**config.mk**
```make
export PLATFORM = sky130hd
export DESIGN_NAME = pbb_wall_stage
export DESIGN_NICKNAME = d
export VERILOG_FILES = /design/src/rtl/pbb_pkg.sv /design/src/rtl/pbb_wall_stage.sv
export SDC_FILE = /design/constraint.sdc
export NUM_CORES = 1
export LEC_CHECK = 0
export ABC_AREA = 0
export BUFFER_PORTS_ARGS = -buffer_cell sky130_fd_sc_hd__buf_2
export CAP_MARGIN = 5
export CORE_UTILIZATION = 35
export CTS_CLUSTER_SIZE = 16
export DETAILED_ROUTE_END_ITERATION = 10
export SLEW_MARGIN = 0
export SYNTH_ARGS = -nofsm -noshare
export SYNTH_HDL_FRONTEND = slang
export SYNTH_SLANG_ARGS = --single-unit
```
**constraint.sdc**
```tcl
create_clock -name clk_i -period 5.8 [get_ports clk_i]
set_clock_uncertainty 0.2 [all_clocks]
set_input_delay 1.16 -clock clk_i [delete_from_list [all_inputs] [get_ports clk_i]]
set_output_delay 1.16 -clock clk_i [all_outputs]
set_load 0.05 [all_outputs]
```
**src/rtl/pbb_pkg.sv**
```systemverilog
`timescale 1ns / 1ps

package pbb_pkg;

  localparam int unsigned DataW   = 32;
  localparam int unsigned RadW    = 31;
  localparam int unsigned StepW   = 24;
  localparam int unsigned FracW   = 16;
  localparam int unsigned AddrW   = 5;
  localparam int unsigned IdxW    = 3;
  localparam int unsigned ProdW   = DataW + StepW + 1;
  localparam int unsigned ScaledW = ProdW - FracW;
  localparam int unsigned WideW   = ScaledW + 1;

  typedef logic signed [DataW-1:0]   q_t;
  typedef logic signed [ScaledW-1:0] scaled_t;
  typedef logic signed [WideW-1:0]   wide_t;

  localparam q_t QMax = {1'b0, {(DataW-1){1'b1}}};
  localparam q_t QMin = {1'b1, {(DataW-1){1'b0}}};

  localparam q_t WallLowReset  = -32'sd655360;
  localparam q_t WallHighReset = 32'sd655360;
  localparam q_t GravityReset  = '0;

  typedef enum logic [IdxW-1:0] {
    RegWallLowX  = 3'd0,
    RegWallHighX = 3'd1,
    RegWallLowY  = 3'd2,
    RegWallHighY = 3'd3,
    RegGravityX  = 3'd4,
    RegGravityY  = 3'd5
  } reg_idx_e;

  typedef struct packed {
    q_t low_x;
    q_t high_x;
    q_t low_y;
    q_t high_y;
    q_t grav_x;
    q_t grav_y;
  } cfg_t;

  typedef struct packed {
    q_t              pos_x;
    q_t              pos_y;
    q_t              vel_x;
    q_t              vel_y;
    logic [RadW-1:0]  radius;
    logic [StepW-1:0] step;
  } ball_t;

  typedef struct packed {
    q_t      pos_x;
    q_t      pos_y;
    q_t      vel_x;
    q_t      vel_y;
    scaled_t dpos_x;
    scaled_t dpos_y;
    scaled_t dvel_x;
    scaled_t dvel_y;
  } delta_t;

  typedef struct packed {
    q_t new_pos_x;
    q_t new_pos_y;
    q_t new_vel_x;
    q_t new_vel_y;
  } result_t;

  function automatic q_t sat_q(input wide_t v);
    q_t res;
    if (v[WideW-1:DataW-1] == {(WideW-DataW+1){v[WideW-1]}}) begin
      res = q_t'(v[DataW-1:0]);
    end else begin
      res = v[WideW-1] ? QMin : QMax;
    end
    return res;
  endfunction

  function automatic q_t neg_q(input q_t v);
    q_t res;
    if (v == QMin) begin
      res = QMax;
    end else begin
      res = -v;
    end
    return res;
  endfunction

endpackage

```
**src/rtl/pbb_wall_stage.sv**
```systemverilog
`timescale 1ns / 1ps

module pbb_wall_stage (
  input  logic          clk_i,
  input  logic          rst_ni,
  input  logic          check_high_i,
  input  pbb_pkg::q_t   wall_x_i,
  input  pbb_pkg::q_t   wall_y_i,
  input  logic          valid_i,
  output logic          ready_o,
  input  pbb_pkg::ball_t ball_i,
  output logic          valid_o,
  input  logic          ready_i,
  output pbb_pkg::ball_t ball_o
);

  typedef struct packed {
    pbb_pkg::q_t pos;
    pbb_pkg::q_t vel;
  } axis_t;

  logic           valid_q;
  pbb_pkg::ball_t ball_d, ball_q;
  axis_t          ax_x, ax_y;

  function automatic axis_t check_axis(input pbb_pkg::q_t pos, input pbb_pkg::q_t vel,
                                       input logic [pbb_pkg::RadW-1:0] r,
                                       input pbb_pkg::q_t wall, input logic high);
    axis_t          res;
    pbb_pkg::wide_t pos_w;
    pbb_pkg::wide_t r_w;
    pbb_pkg::wide_t wall_w;
    pos_w   = pbb_pkg::wide_t'(pos);
    r_w     = $signed({{(pbb_pkg::WideW-pbb_pkg::RadW){1'b0}}, r});
    wall_w  = pbb_pkg::wide_t'(wall);
    res.pos = pos;
    res.vel = vel;
    if (!high) begin
      if (pos_w - r_w < wall_w) begin
        res.pos = pbb_pkg::sat_q(wall_w + r_w);
        if (vel < 0) begin
          res.vel = pbb_pkg::neg_q(vel);
        end
      end
    end else begin
      if (pos_w + r_w > wall_w) begin
        res.pos = pbb_pkg::sat_q(wall_w - r_w);
        if (vel > 0) begin
          res.vel = pbb_pkg::neg_q(vel);
        end
      end
    end
    return res;
  endfunction

  always_comb begin
    ax_x = check_axis(ball_i.pos_x, ball_i.vel_x, ball_i.radius, wall_x_i, check_high_i);
    ax_y = check_axis(ball_i.pos_y, ball_i.vel_y, ball_i.radius, wall_y_i, check_high_i);
    ball_d       = ball_i;
    ball_d.pos_x = ax_x.pos;
    ball_d.vel_x = ax_x.vel;
    ball_d.pos_y = ax_y.pos;
    ball_d.vel_y = ax_y.vel;
  end

  assign ready_o = !valid_q || ready_i;

  always_ff @(posedge clk_i or negedge rst_ni) begin
    if (!rst_ni) begin
      valid_q <= 1'b0;
    end else if (ready_o) begin
      valid_q <= valid_i;
    end
  end

  always_ff @(posedge clk_i) begin
    if (ready_o && valid_i) begin
      ball_q <= ball_d;
    end
  end

  assign valid_o = valid_q;
  assign ball_o  = ball_q;

endmodule

```
==> metrics.txt <==
status finished with violations; failing checks setup timing; vias in the first global route 27370; HPWL after DPL 91850 um; synth unique cells 106; Die Area 74240 sq um; clock latency at the later pin of the worst-skew pair 0.51 ns; Starting Density 35.57%; Crit Path Class primary input to flop; Post-Synth Adder-Cell Area 19.20%; initial antenna violation count 15; Max Fclk 158.5 MHz; CORE AREA 71980 sq um; cell count after synthesis 3153; max-slew violation count 0; mux share of post-synthesis cell area 0.6890%; Synth Area in Compound Gates 28.24%; crit-path max FO 7; worst r2r path cells 3; PwrDens 214.5 nW/um^2; drt total wl 115300 um; Post-synth EDFFs 183; metal2 WL 53770 um; final RePlAce weighted congestion 0.9525; initial drt markers 2727; Post-DRT Antenna Nets 0; drt via density 5.732; CTS sink cnt 184; syn_nets 3793; commonest non-fill, non-tap cell in the layout buf_4; Worst setup SP type primary input; #FFs+latches synth 184; share of the yosys chip area belonging to registers 21.56%; synth warn 0; routed len/inst 22.96 um; Reg2Reg Capture Point ball_o[37]; DR vias 28774; IO Pins 437; die width 272.5 um; Data arrival, critical path 6.44 ns; Post-Syn Area 25600 sq um; Top FF cell, synth edfxtp_1; Synth Area in XOR/XNOR 7.423%; row count 98; maximum buffer depth of the clock tree 2; pin count of the biggest net entering global routing 92; setup TNS -43.16 ns; GRT Residual Overflow 0; CTS root buffer clkbuf_16; WL met3 7782 um; peak supply drop 0.1675 mV; Reg2Reg Setup Slack 3.44 ns; DR top layer met5; total CTS buffers 17; Worst-path clk slew 0.09 ns; Async SR Flop Fraction 0.5435%; Critical Path Sink Type flop; Area Growth Syn to Fin 41.21%; unrepaired setup endpoints after global routing yes; Pre-antenna DRT Iters 5; CP Launch Point ball_i[37]; simple-gate area share of the yosys netlist 16.97%; Die H 272.5 um; CTS tree yes; largest family of logic cells by synthesized area compound AO/OA/AOI/OAI gates; leakage 15.77 nW; Worst Path Required 5.93 ns; crit path to ball_o[132]; Fin. Hold Viols 0; post-route minimum period 6.310 ns; Final WS setup -0.5103 ns; DRC viols 0; Mean Syn Cell Area 8.120 sq um; global router's overall resource usage 29.48%; # setup viols final 128; first-pass GRT wire length 165800 um; fin crit share 108.8%; CTS H-tree depth 4; Worst slew margin 29.27%; Reg-to-Reg Start valid_o; max cap viols 0; Nets 4694; Hold WS 0.2046 ns; # port buffers 436; Post-CTS Hold Buffers 0; most frequent cells in the layout 515 x buf_4, 429 x buf_2, 348 x ha_1; layout cells sized above 1 34.64%; Worst-Margin Slew 1.061 ns; Hold WC Path Type primary input to async pin; DRT met1 WL 48970 um
[power by group]
| part | total, mW | internal, mW | leakage (nW) | switching [mW] |
|---|---|---|---|---|
| combinational | 4.81 | 2.03 | 13.8 | 2.78 |
| clock | 1.26 | 0.566 | 0.264 | 0.690 |
| sequential | 1.69 | 1.64 | 1.75 | 0.0555 |
[logic make-up (layout without fill, tap and decap cells)]
logic type,Yosys count,after routing
other,0,3
AND/OR/NAND/NOR,860,860
flip-flops,184,184
multiplexers,16,16
adder cells (fa/ha/maj),388,388
XOR/XNOR,217,217
AO/OA/AOI/OAI,1108,1108
buffers and inverters,380,1294
[registers in the layout, indices dropped and copies added (netlist names)]
name and cells:
valid_o 1, ball_o 183
[cell usage after synthesis, drive strengths merged, types with 8 or more instances]
cell / count / area share [%]
nor4: 30 / 0.84
a221oi: 11 / 0.38
nand2b: 82 / 2.0
inv: 235 / 3.4
o21bai: 43 / 1.3
a31o: 9 / 0.31
nor2b: 36 / 0.88
o221ai: 12 / 0.43
or4: 14 / 0.44
xor2: 30 / 1.0
mux2i: 9 / 0.37
nand2: 141 / 2.1
xnor2: 187 / 6.4
a21oi: 359 / 7.0
o211ai: 29 / 0.87
or2: 12 / 0.29
a31oi: 77 / 1.9
and2: 16 / 0.39
nand3: 56 / 1.1
a311oi: 8 / 0.27
o41ai: 14 / 0.74
nor3: 80 / 1.6
nand4: 34 / 0.83
ha: 380 / 19
a21o: 72 / 2.1
and3: 23 / 0.56
buf: 37 / 0.89
a211oi: 35 / 1.1
o21a: 42 / 1.2
fa: 8 / 0.63
a221o: 8 / 0.31
o31a: 9 / 0.31
o22ai: 74 / 1.8
edfxtp: 183 / 21
clkbuf: 107 / 1.6
o21ai: 194 / 3.8
a211o: 8 / 0.27
o31ai: 27 / 0.90
nor2: 264 / 3.9
nor3b: 13 / 0.44
or3: 45 / 1.1
[metrics by stage]
step | instance area [sq um] | total power [mW] | setup slack (ns) | util [%] | cells
CTS | 34740 | 7.422 | -0.3799 | 48.27 | 4985
floorplan | 25810 | 4.275 | -0.4221 | - | 3153
global route | 36150 | 8.129 | -0.6615 | 50.23 | 5020
finish | 36150 | 7.757 | -0.5103 | 50.23 | 5020
global placement | 32570 | 5.785 | -1.125 | 45.25 | 4910
detailed placement | 32570 | 5.804 | -1.203 | 45.25 | 4910
[layout make-up]
cell class,count,area (sq um)
Multi-Input combinational cell,2589,20630
Clock buffer,17,425.4
Inverter,236,900.9
Tap cell,950,1189
Antenna cell,3,7.507
Fill cell,6845,35820
Clock inverter,15,137.6
Sequential cell,184,5520
Timing Repair Buffer,1026,7341
[routing by layer]
metal / up-vias / GRT usage [%]
met5: - / 0
met4: 4 / 11.59
met3: 234 / 3.712
met2: 1307 / 49.52
met1: 13754 / 38.18
li1: 13475 / -
[how the worst min path moves through the flow]
stage	slack (ns)	start	cells after the start	to
6_report	0.20	rst_ni	1	valid_o
3_5_place_dp	0.32	valid_o	2	valid_o
3_3_place_gp	0.32	valid_o	2	valid_o
2_1_floorplan	0.66	rst_ni	0	valid_o
5_1_grt	0.19	rst_ni	1	valid_o
4_1_cts	0.17	rst_ni	1	valid_o
[critical path, cell delays in order]
cell and delay [ns]:
buf_8 0.08, clkinvlp_4 0.13, buf_6 0.17, ha_4 0.29
nor2b_4 0.05, o21bai_4 0.16, o311ai_4 0.12, a221oi_2 0.34
o21ai_4 0.12, a221o_1 0.41, or4_4 0.54, a31oi_1 0.20
o21bai_1 0.11, xnor2_1 0.13, ha_1 0.30, nand4_1 0.13
nor4bb_2 0.30, buf_4 0.16, nand4_1 0.17, o311ai_2 0.11
o211ai_1 0.15, buf_4 0.20, buf_6 0.12, o31ai_4 0.18
clkbuf_16 0.30, buf_6 0.10, a21oi_2 0.03, o22ai_1 0.15
[timing repair]
action                     CTS  global route
setup buffers               36            36
resized for setup          234           219
pin swaps                   75           117
setup endpoints to repair  128           128
cloned                      10             9
No activity file was read; power rests on OpenSTA's default activity.
