==> config.mk <==
export PLATFORM = sky130hd
export DESIGN_NAME = pbb_sum_stage
export DESIGN_NICKNAME = d
export VERILOG_FILES = /design/src/rtl/pbb_pkg.sv /design/src/rtl/pbb_sum_stage.sv
export SDC_FILE = /design/constraint.sdc
export NUM_CORES = 1
export LEC_CHECK = 0
export CORE_MARGIN = 2
export CORE_UTILIZATION = 30
export DETAILED_ROUTE_END_ITERATION = 7
export DONT_BUFFER_PORTS = 1
export GPL_ROUTABILITY_DRIVEN = 0
export GPL_TIMING_DRIVEN = 0
export PLACE_DENSITY = 0.45
export SLEW_MARGIN = 20
export SYNTH_ARGS = -nofsm -noshare
export SYNTH_HDL_FRONTEND = slang
export SYNTH_SLANG_ARGS = --single-unit
==> constraint.sdc <==
create_clock -name clk_i -period 3.5 [get_ports clk_i]
set_input_delay 0.7 -clock clk_i [delete_from_list [all_inputs] [get_ports clk_i]]
set_output_delay 0.7 -clock clk_i [all_outputs]
set_load 0.01 [all_outputs]
==> src/rtl/pbb_pkg.sv <==
`timescale 1ns / 1ps

package pbb_pkg;

  localparam int unsigned DataW   = 32;
  localparam int unsigned RadW    = 31;
  localparam int unsigned StepW   = 24;
  localparam int unsigned FracW   = 16;
  localparam int unsigned AddrW   = 5;
  localparam int unsigned IdxW    = 3;
  localparam int unsigned ProdW   = DataW + StepW + 1;
  localparam int unsigned ScaledW = ProdW - FracW;
  localparam int unsigned WideW   = ScaledW + 1;

  typedef logic signed [DataW-1:0]   q_t;
  typedef logic signed [ScaledW-1:0] scaled_t;
  typedef logic signed [WideW-1:0]   wide_t;

  localparam q_t QMax = {1'b0, {(DataW-1){1'b1}}};
  localparam q_t QMin = {1'b1, {(DataW-1){1'b0}}};

  localparam q_t WallLowReset  = -32'sd655360;
  localparam q_t WallHighReset = 32'sd655360;
  localparam q_t GravityReset  = '0;

  typedef enum logic [IdxW-1:0] {
    RegWallLowX  = 3'd0,
    RegWallHighX = 3'd1,
    RegWallLowY  = 3'd2,
    RegWallHighY = 3'd3,
    RegGravityX  = 3'd4,
    RegGravityY  = 3'd5
  } reg_idx_e;

  typedef struct packed {
    q_t low_x;
    q_t high_x;
    q_t low_y;
    q_t high_y;
    q_t grav_x;
    q_t grav_y;
  } cfg_t;

  typedef struct packed {
    q_t              pos_x;
    q_t              pos_y;
    q_t              vel_x;
    q_t              vel_y;
    logic [RadW-1:0]  radius;
    logic [StepW-1:0] step;
  } ball_t;

  typedef struct packed {
    q_t      pos_x;
    q_t      pos_y;
    q_t      vel_x;
    q_t      vel_y;
    scaled_t dpos_x;
    scaled_t dpos_y;
    scaled_t dvel_x;
    scaled_t dvel_y;
  } delta_t;

  typedef struct packed {
    q_t new_pos_x;
    q_t new_pos_y;
    q_t new_vel_x;
    q_t new_vel_y;
  } result_t;

  function automatic q_t sat_q(input wide_t v);
    q_t res;
    if (v[WideW-1:DataW-1] == {(WideW-DataW+1){v[WideW-1]}}) begin
      res = q_t'(v[DataW-1:0]);
    end else begin
      res = v[WideW-1] ? QMin : QMax;
    end
    return res;
  endfunction

  function automatic q_t neg_q(input q_t v);
    q_t res;
    if (v == QMin) begin
      res = QMax;
    end else begin
      res = -v;
    end
    return res;
  endfunction

endpackage

==> src/rtl/pbb_sum_stage.sv <==
`timescale 1ns / 1ps

module pbb_sum_stage (
  input  logic             clk_i,
  input  logic             rst_ni,
  input  logic             valid_i,
  output logic             ready_o,
  input  pbb_pkg::delta_t  delta_i,
  output logic             valid_o,
  input  logic             ready_i,
  output pbb_pkg::result_t result_o
);

  logic             valid_q;
  pbb_pkg::result_t result_d, result_q;

  always_comb begin
    result_d.new_pos_x = pbb_pkg::sat_q(pbb_pkg::wide_t'(delta_i.pos_x)
                                        + pbb_pkg::wide_t'(delta_i.dpos_x));
    result_d.new_pos_y = pbb_pkg::sat_q(pbb_pkg::wide_t'(delta_i.pos_y)
                                        + pbb_pkg::wide_t'(delta_i.dpos_y));
    result_d.new_vel_x = pbb_pkg::sat_q(pbb_pkg::wide_t'(delta_i.vel_x)
                                        + pbb_pkg::wide_t'(delta_i.dvel_x));
    result_d.new_vel_y = pbb_pkg::sat_q(pbb_pkg::wide_t'(delta_i.vel_y)
                                        + pbb_pkg::wide_t'(delta_i.dvel_y));
  end

  assign ready_o = !valid_q || ready_i;

  always_ff @(posedge clk_i or negedge rst_ni) begin
    if (!rst_ni) begin
      valid_q <= 1'b0;
    end else if (ready_o) begin
      valid_q <= valid_i;
    end
  end

  always_ff @(posedge clk_i) begin
    if (ready_o && valid_i) begin
      result_q <= result_d;
    end
  end

  assign valid_o  = valid_q;
  assign result_o = result_q;

endmodule

==> results of run 1 <==
## what timing repair did
action | CTS | global route
gates cloned | 3 | 6
setup endpoints to repair | 124 | 124
hold buffers | 1 | 0
resized for setup | 85 | 200
endpoints found under the hold margin | 1 | 0
buffers inserted | 33 | 46
pin swaps | 29 | 87
## per-layer routing
| metal | wire length, um | part of all wire, % |
|---|---|---|
| met5 | 0 | 0 |
| met3 | 4120 | 7.5 |
| met2 | 25500 | 47 |
| met4 | 1420 | 2.6 |
| met1 | 23800 | 43 |
## logic make-up (layout without fill, tap and decap cells)
logic type	Yosys count	count (layout)
AO/OA/AOI/OAI	657	657
XOR/XNOR	143	143
adder cells (fa/ha/maj)	168	168
buffers and inverters	114	211
flip-flops	129	129
multiplexers	37	37
AND/OR/NAND/NOR	488	488
## through the flow
step	util [%]	instance area, um^2	total power [uW]
after global placement	33.4	16300	4720
final	38.8	18900	7240
after global routing	38.8	18900	7660
after CTS	36.1	17600	6970
after floorplan	-	15400	4070
after detailed placement	33.5	16300	4730
## worst max-delay path, stage by stage
cell and delay (ns):
ha_4 0.11, inv_2 0.03, fa_2 0.34, nor2b_2 0.14, o2111a_1 0.25, nor4_2 0.06, o311a_1 0.35, or3_4 0.36
a211o_1 0.32, a21oi_2 0.18, xnor2_2 0.13, nand2_1 0.11, o41ai_4 0.37, buf_6 0.22, buf_8 0.15, o31ai_4 0.07
## registers in the layout, summed over array words and instances, names as in the netlist
register,count
result_o,128
valid_o,1
## layout make-up
cell class | instances | area (um^2)
multi-input combinational | 1493 | 12000
inverter | 45 | 171
clock buffer | 18 | 429
buffer | 45 | 469
tap | 664 | 831
timing repair buffer | 89 | 887
fill | 4939 | 29800
clock inverter | 14 | 204
sequential | 129 | 3870
## worst max-delay path by stage
stage	start	endpoint	slack, ns	cells after the start
3_5_place_dp	delta_i[25]	result_o[1]$_DFFE_PP_	-0.98	12
5_1_grt	delta_i[59]	result_o[38]$_DFFE_PP_	-0.29	15
4_1_cts	delta_i[41]	result_o[39]$_DFFE_PP_	-0.16	16
6_report	delta_i[41]	result_o[38]$_DFFE_PP_	-0.19	16
3_3_place_gp	delta_i[25]	result_o[0]$_DFFE_PP_	-1.04	12
2_1_floorplan	delta_i[41]	result_o[38]$_DFFE_PP_	-0.39	15
## cell usage in the layout, fill, tap and decap left out, drive strengths merged, types with 19 or more instances in the layout
master and instances:
xnor2 79, nor2b 19, nand2 160, nand3 33, nor3 32, buf 101
edfxtp 128, clkbuf 50, nor2 105, xor2 64, o21a 26, a21oi 210
o21bai 23, a31oi 28, o211ai 21, inv 50, nand4 34, a31o 32
o21ai 151, a21o 65, ha 164, mux2i 32
## report_power, final
group          internal [uW]  total [uW]  switching, uW
Combinational           1340        3130           1790
Sequential              1930        2090            157
Clock                   1200        2020            822
Total                   4470        7240           2770
==> impl_metrics.csv, run 1 <==
group,metric,value,unit
critical_path,r2r_end,"result_o[117]$_DFFE_PP_",
logic_synthesis,yosysMostFrequentCell,"a21oi_1",
detailed_routing,via_count,14100,
timing,max_slew_margin,36.2,%
clocking,cts_buffers,17,
logic_synthesis,synthSimpleGateAreaFrac,16.2,%
global_routing,grt_use_total,20.5,%
global_routing,busiest_layer,"met2",
global_routing,grt_max_degree,49,
timing,tightestPinTransition,0.933,ns
detailed_routing,drtIter0Drc,789,
critical_path,critPathKind,"input port to register",
detailed_routing,viasPerCell,5.63,
logic_synthesis,synth_top_area_share,26.0,%
logic_synthesis,synth_cells,1736,
logic_synthesis,ys.flop_type,"edfxtp_1",
critical_path,reg2reg_slack,1.55,ns
detailed_routing,routed_wl,54.8,mm
logic_synthesis,synth-seq-area-share,26.2,%
floorplan,die_h,226,um
critical_path,r2r-start,"valid_o$_DFFE_PN0N_",
min_path,worstHoldPathType,"input port to register",
power_and_ir_drop,ir_worst_vdd,0.346,mV
final_layout,layoutNonFillerInstCount,2497,
logic_synthesis,synthAdderAreaFrac,14.4,%
logic_synthesis,ys_async_sr_fraction,0.775,%
logic_synthesis,synth_area_leaders,"edfxtp_1, ha_1, a21oi_1, xnor2_1, o21ai_0",
timing,finalHoldViolations,0,
global_routing,grt_pass1_wl,80.1,mm
placement,detailed_place_hpwl,43.6,mm
logic_synthesis,ys_seq_elements,129,
logic_synthesis,synth_enable_flop_cells,128,
floorplan,fp.dieArea,51000,um^2
global_routing,met3_usage,6.88,%
logic_synthesis,yosysWarnings,0,
critical_path,ff2ff_path_depth,3,
logic_synthesis,synth_top_area_cell,"edfxtp_1",
placement,placed_cells,2402,
global_routing,antenna_found_initial,0,
global_routing,use_met2,33.0,%
clocking,clk_latency,0.49,ns
placement,place_ws,-0.977,ns
detailed_routing,antenna_left,0,
detailed_routing,wl_per_cell,21.9,um
global_routing,grt_pass1_vias,13700,
final_layout,drive_above_1_share,24.1,%
placement,port_buffers,0,
critical_path,crit_path_end_kind,"register",
detailed_routing,drt-pass1-iter-count,5,
global_routing,grt.overflow.total,0,
timing,min_period_over_period,106,%
timing,fin_setup_tns,-7.63,ns
logic_synthesis,synth_area,14800,um^2
outcome,violations,"setup timing",
logic_synthesis,synthMuxAreaShare,2.55,%
logic_synthesis,synthDistinctLibCells,89,
outcome,status,"complete, but fails checks",
floorplan,rows,81,
timing,fmax,271,MHz
clocking,cts_root_buf,"clkbuf_16",
job,maxCapViolations,0,
timing,whs,0.321,ns
timing,setup_viol,62,
clocking,cts_tree,"done",
floorplan,coreArea,48700,um^2
min_path,min_to,"valid_o$_DFFE_PN0N_",
logic_synthesis,avgSynthCellArea,8.50,um^2
logic_synthesis,synth_xor_area_share,8.49,%
floorplan,die_w,226,um
floorplan,start_util,30.3,%
power_and_ir_drop,leakage,0.00692,uW
min_path,holdPathStages,1,
critical_path,cp.arrival,3.91,ns
logic_synthesis,synth_compound_area_share,28.5,%
final_layout,finalNetCount,2284,
floorplan,io_pins,426,
clocking,cts_max_level,4,
critical_path,cp-start-kind,"input port",
timing,finalMaxSlewViolations,0,
detailed_routing,drc,0,
power_and_ir_drop,power_density,383,nW/um^2
timing,timing.final.ws_setup,-0.193,ns
clocking,cts_sinks,129,
logic_synthesis,yosys-top-cells-count,"a21oi_1, ha_1, nand2_1, edfxtp_1, o21ai_0",
min_path,hold_start,"valid_i",
final_layout,area_growth,28.1,%
critical_path,worstPathRequired,3.72,ns
clocking,path_clk_slew,0.07,ns
critical_path,worstPathMaxFanout,6,
logic_synthesis,synth_top_family_by_area,"compound AO/OA/AOI/OAI gates",
timing,finalCriticalPeriod,3.69,ns
logic_synthesis,synth_nets,2200,
timing,fin_skew,0.0150,ns
global_routing,met1_usage,25.6,%
timing,rsz0062_at_grt,"yes",
final_layout,diodes,0,
clocking,clk_path_buf_depth,2,
(Power assumes the default switching activity.)
==> inputs of run 2 (changes only) <==
- ABC_CLOCK_PERIOD_IN_PS: not set -> 3500
- SETUP_SLACK_MARGIN: not set -> 0.15
==> run 2 against run 1 <==
- setup slack worse by 0.074 ns
- global-route usage up 0.56 points
- utilization up 0.62 points
- die area unchanged
- wire length up 1.9%
- via count up 0.93%
- non-clock buffer count up 33
- hold slack better by 0.0013 ns
- clock-buffer cell count down 1
- sequential cell count unchanged
- sequential power about the same
- highest routed layer unchanged
- fmax down 2.0%
- the flow still finishes with violations (setup timing)
==> impl_metrics.csv, run 2 (synthesized netlist as in run 1, its figures left out) <==
group,metric,value,unit
outcome,status,"complete, but fails checks",
outcome,violations,"setup timing",
global_routing,grt_pass1_vias,14000,
critical_path,critPathKind,"input port to register",
timing,fin_skew,0.0186,ns
timing,max_slew_margin,58.2,%
power_and_ir_drop,p_comb_share,44.7,%
critical_path,path_buf_inv,3,
detailed_routing,drc,0,
final_layout,largest_reg_flops,128,
final_layout,post-route-util,39.4,%
clocking,clk_latency,0.48,ns
global_routing,grt.overflow.total,0,
timing,min_period_over_period,108,%
final_layout,area_growth,30.2,%
floorplan,start_util,30.3,%
floorplan,die_h,226,um
timing,finalCriticalPeriod,3.77,ns
final_layout,drive_above_1_share,25.7,%
power_and_ir_drop,p_switching,2750,uW
final_layout,multi_input_area,12100,um^2
final_layout,final_common_cell,"a21oi_1",
critical_path,worstPathMaxFanout,7,
critical_path,crit_family,"compound AO/OA/AOI/OAI gates",
clocking,cts_buffers,17,
timing,finalHoldViolations,0,
critical_path,crit_start,"delta_i[41]",
final_layout,seqCellArea,3870,um^2
detailed_routing,wl_per_cell,22.1,um
critical_path,cp.arrival,3.99,ns
detailed_routing,drtIter0Drc,777,
detailed_routing,viasPerCell,5.61,
min_path,worstHoldPathType,"input port to register",
critical_path,crit_chain,"ha_4 > inv_2 > fa_2 > nor2b_2 > o2111a_1 > nor4_2 > o311a_1 > or3_4 > nand2_4 > a32o_2 > a21oi_2 > or4b_4 > o41ai_4 > buf_6 > clkbuf_16 > o21ai_2",
detailed_routing,antenna_left,0,
placement,detailed_place_hpwl,44.1,mm
power_and_ir_drop,p_int,4420,uW
clocking,cts_tree,"done",
final_layout,diodes,0,
timing,finalMaxSlewViolations,0,
timing,timing.final.ws_setup,-0.267,ns
power_and_ir_drop,leakage,0.00708,uW
critical_path,ff2ff_path_depth,3,
critical_path,crit_slowest_cell,"or4b_4",
critical_path,crit_path_end_kind,"register",
critical_path,worstPathRequired,3.72,ns
placement,port_buffers,0,
final_layout,finalNetCount,2317,
detailed_routing,via_count,14200,
clocking,cts_root_buf,"clkbuf_16",
timing,whs,0.322,ns
timing,fin_setup_tns,-14.43,ns
job,maxCapViolations,0,
floorplan,fp.dieArea,51000,um^2
global_routing,grt_pass1_wl,82.6,mm
critical_path,reg2reg_slack,1.50,ns
critical_path,r2r_end,"result_o[106]$_DFFE_PP_",
timing,rsz0062_at_grt,"yes",
critical_path,cp.depth,16,
final_layout,layoutNonFillerInstCount,2529,
critical_path,r2r-start,"valid_o$_DFFE_PN0N_",
final_layout,final.fill_count,4946,
clocking,clk_path_buf_depth,2,
floorplan,die_w,226,um
timing,tightestPinTransition,0.627,ns
clocking,path_clk_slew,0.07,ns
floorplan,rows,81,
floorplan,io_pins,426,
timing,setup_viol,86,
global_routing,grt_use_total,21.1,%
power_and_ir_drop,ir_worst_vdd,0.338,mV
critical_path,slowest_delay,0.50,ns
timing,fmax,265,MHz
detailed_routing,drt-pass1-iter-count,6,
critical_path,cp-start-kind,"input port",
final_layout,most-common-layout-cells,"a21oi_1, nand2_1, edfxtp_1",
power_and_ir_drop,pwr-share-clk,26.2,%
critical_path,critPathCapture,"result_o[34]$_DFFE_PP_",
detailed_routing,routed_wl,55.8,mm
global_routing,antenna_found_initial,0,
floorplan,coreArea,48700,um^2
clocking,cts_sinks,129,
power_and_ir_drop,switching_share,38.4,%
power_and_ir_drop,power_frac_seq,29.1,%
global_routing,grt_max_degree,49,
clocking,cts_max_level,4,
power_and_ir_drop,power_density,373,nW/um^2
placement,placed_cells,2402,
-- run 2: through the flow --
| stage | instance area [um^2] | power, uW | setup slack [ns] |
|---|---|---|---|
| after floorplan | 15500 | 4070 | -0.386 |
| after global placement | 16300 | 4740 | -1.15 |
| after detailed placement | 16300 | 4750 | -1.10 |
| after CTS | 18200 | 6980 | -0.169 |
| after global routing | 19200 | 7610 | -0.308 |
| final | 19200 | 7170 | -0.267 |
-- run 2: cell type report --
class / count / share of cell area (%)
buffer: 69 / 3.50
clock buffer: 17 / 2.21
clock inverter: 14 / 0.847
inverter: 45 / 0.879
multi-input combinational: 1493 / 63.1
sequential: 129 / 20.1
tap: 664 / 4.32
timing repair buffer: 98 / 4.95
-- run 2: worst min-delay path by stage --
| stage | startpoint | cells after the start | slack [ns] | to |
|---|---|---|---|---|
| floorplan | rst_ni | 0 | 0.40 | valid_o$_DFFE_PN0N_ |
| global placement | rst_ni | 0 | 0.40 | valid_o$_DFFE_PN0N_ |
| detailed placement | rst_ni | 0 | 0.40 | valid_o$_DFFE_PN0N_ |
| CTS | valid_i | 1 | 0.28 | valid_o$_DFFE_PN0N_ |
| global route | valid_i | 1 | 0.28 | valid_o$_DFFE_PN0N_ |
| finish | valid_i | 1 | 0.32 | valid_o$_DFFE_PN0N_ |
-- run 2: timing repair --
action / 4_1_cts / 5_1_grt
setup buffers: 50 / 36
pin swaps: 64 / 81
hold endpoints to repair: 1 / 0
endpoints found under the setup margin: 124 / 124
gates resized for setup: 179 / 172
hold buffers: 1 / 0
gates cloned: 6 / 3
-- run 2: power groups by stage --
stage	clock network, uW	logic (uW)	registers [uW]
after global placement	0	2600	2140
after floorplan	0	2000	2070
after detailed placement	0	2620	2120
final	1880	3200	2090
after CTS	1960	2930	2090
after global routing	2010	3490	2110
-- run 2: metal layers --
metal	up-vias	wire length, um	track usage (%)
li1	6857	-	-
met1	6866	23700	25.9
met2	412	27300	35.7
met3	46	3970	6.32
met4	0	863	5.49
met5	-	0	0
-- run 2: worst reg2reg max path, cell delays in order (launching register included) --
cell and delay, ns:
dfrtp_1 0.45, nand2b_1 0.24, and2_4 0.58, buf_16 0.36
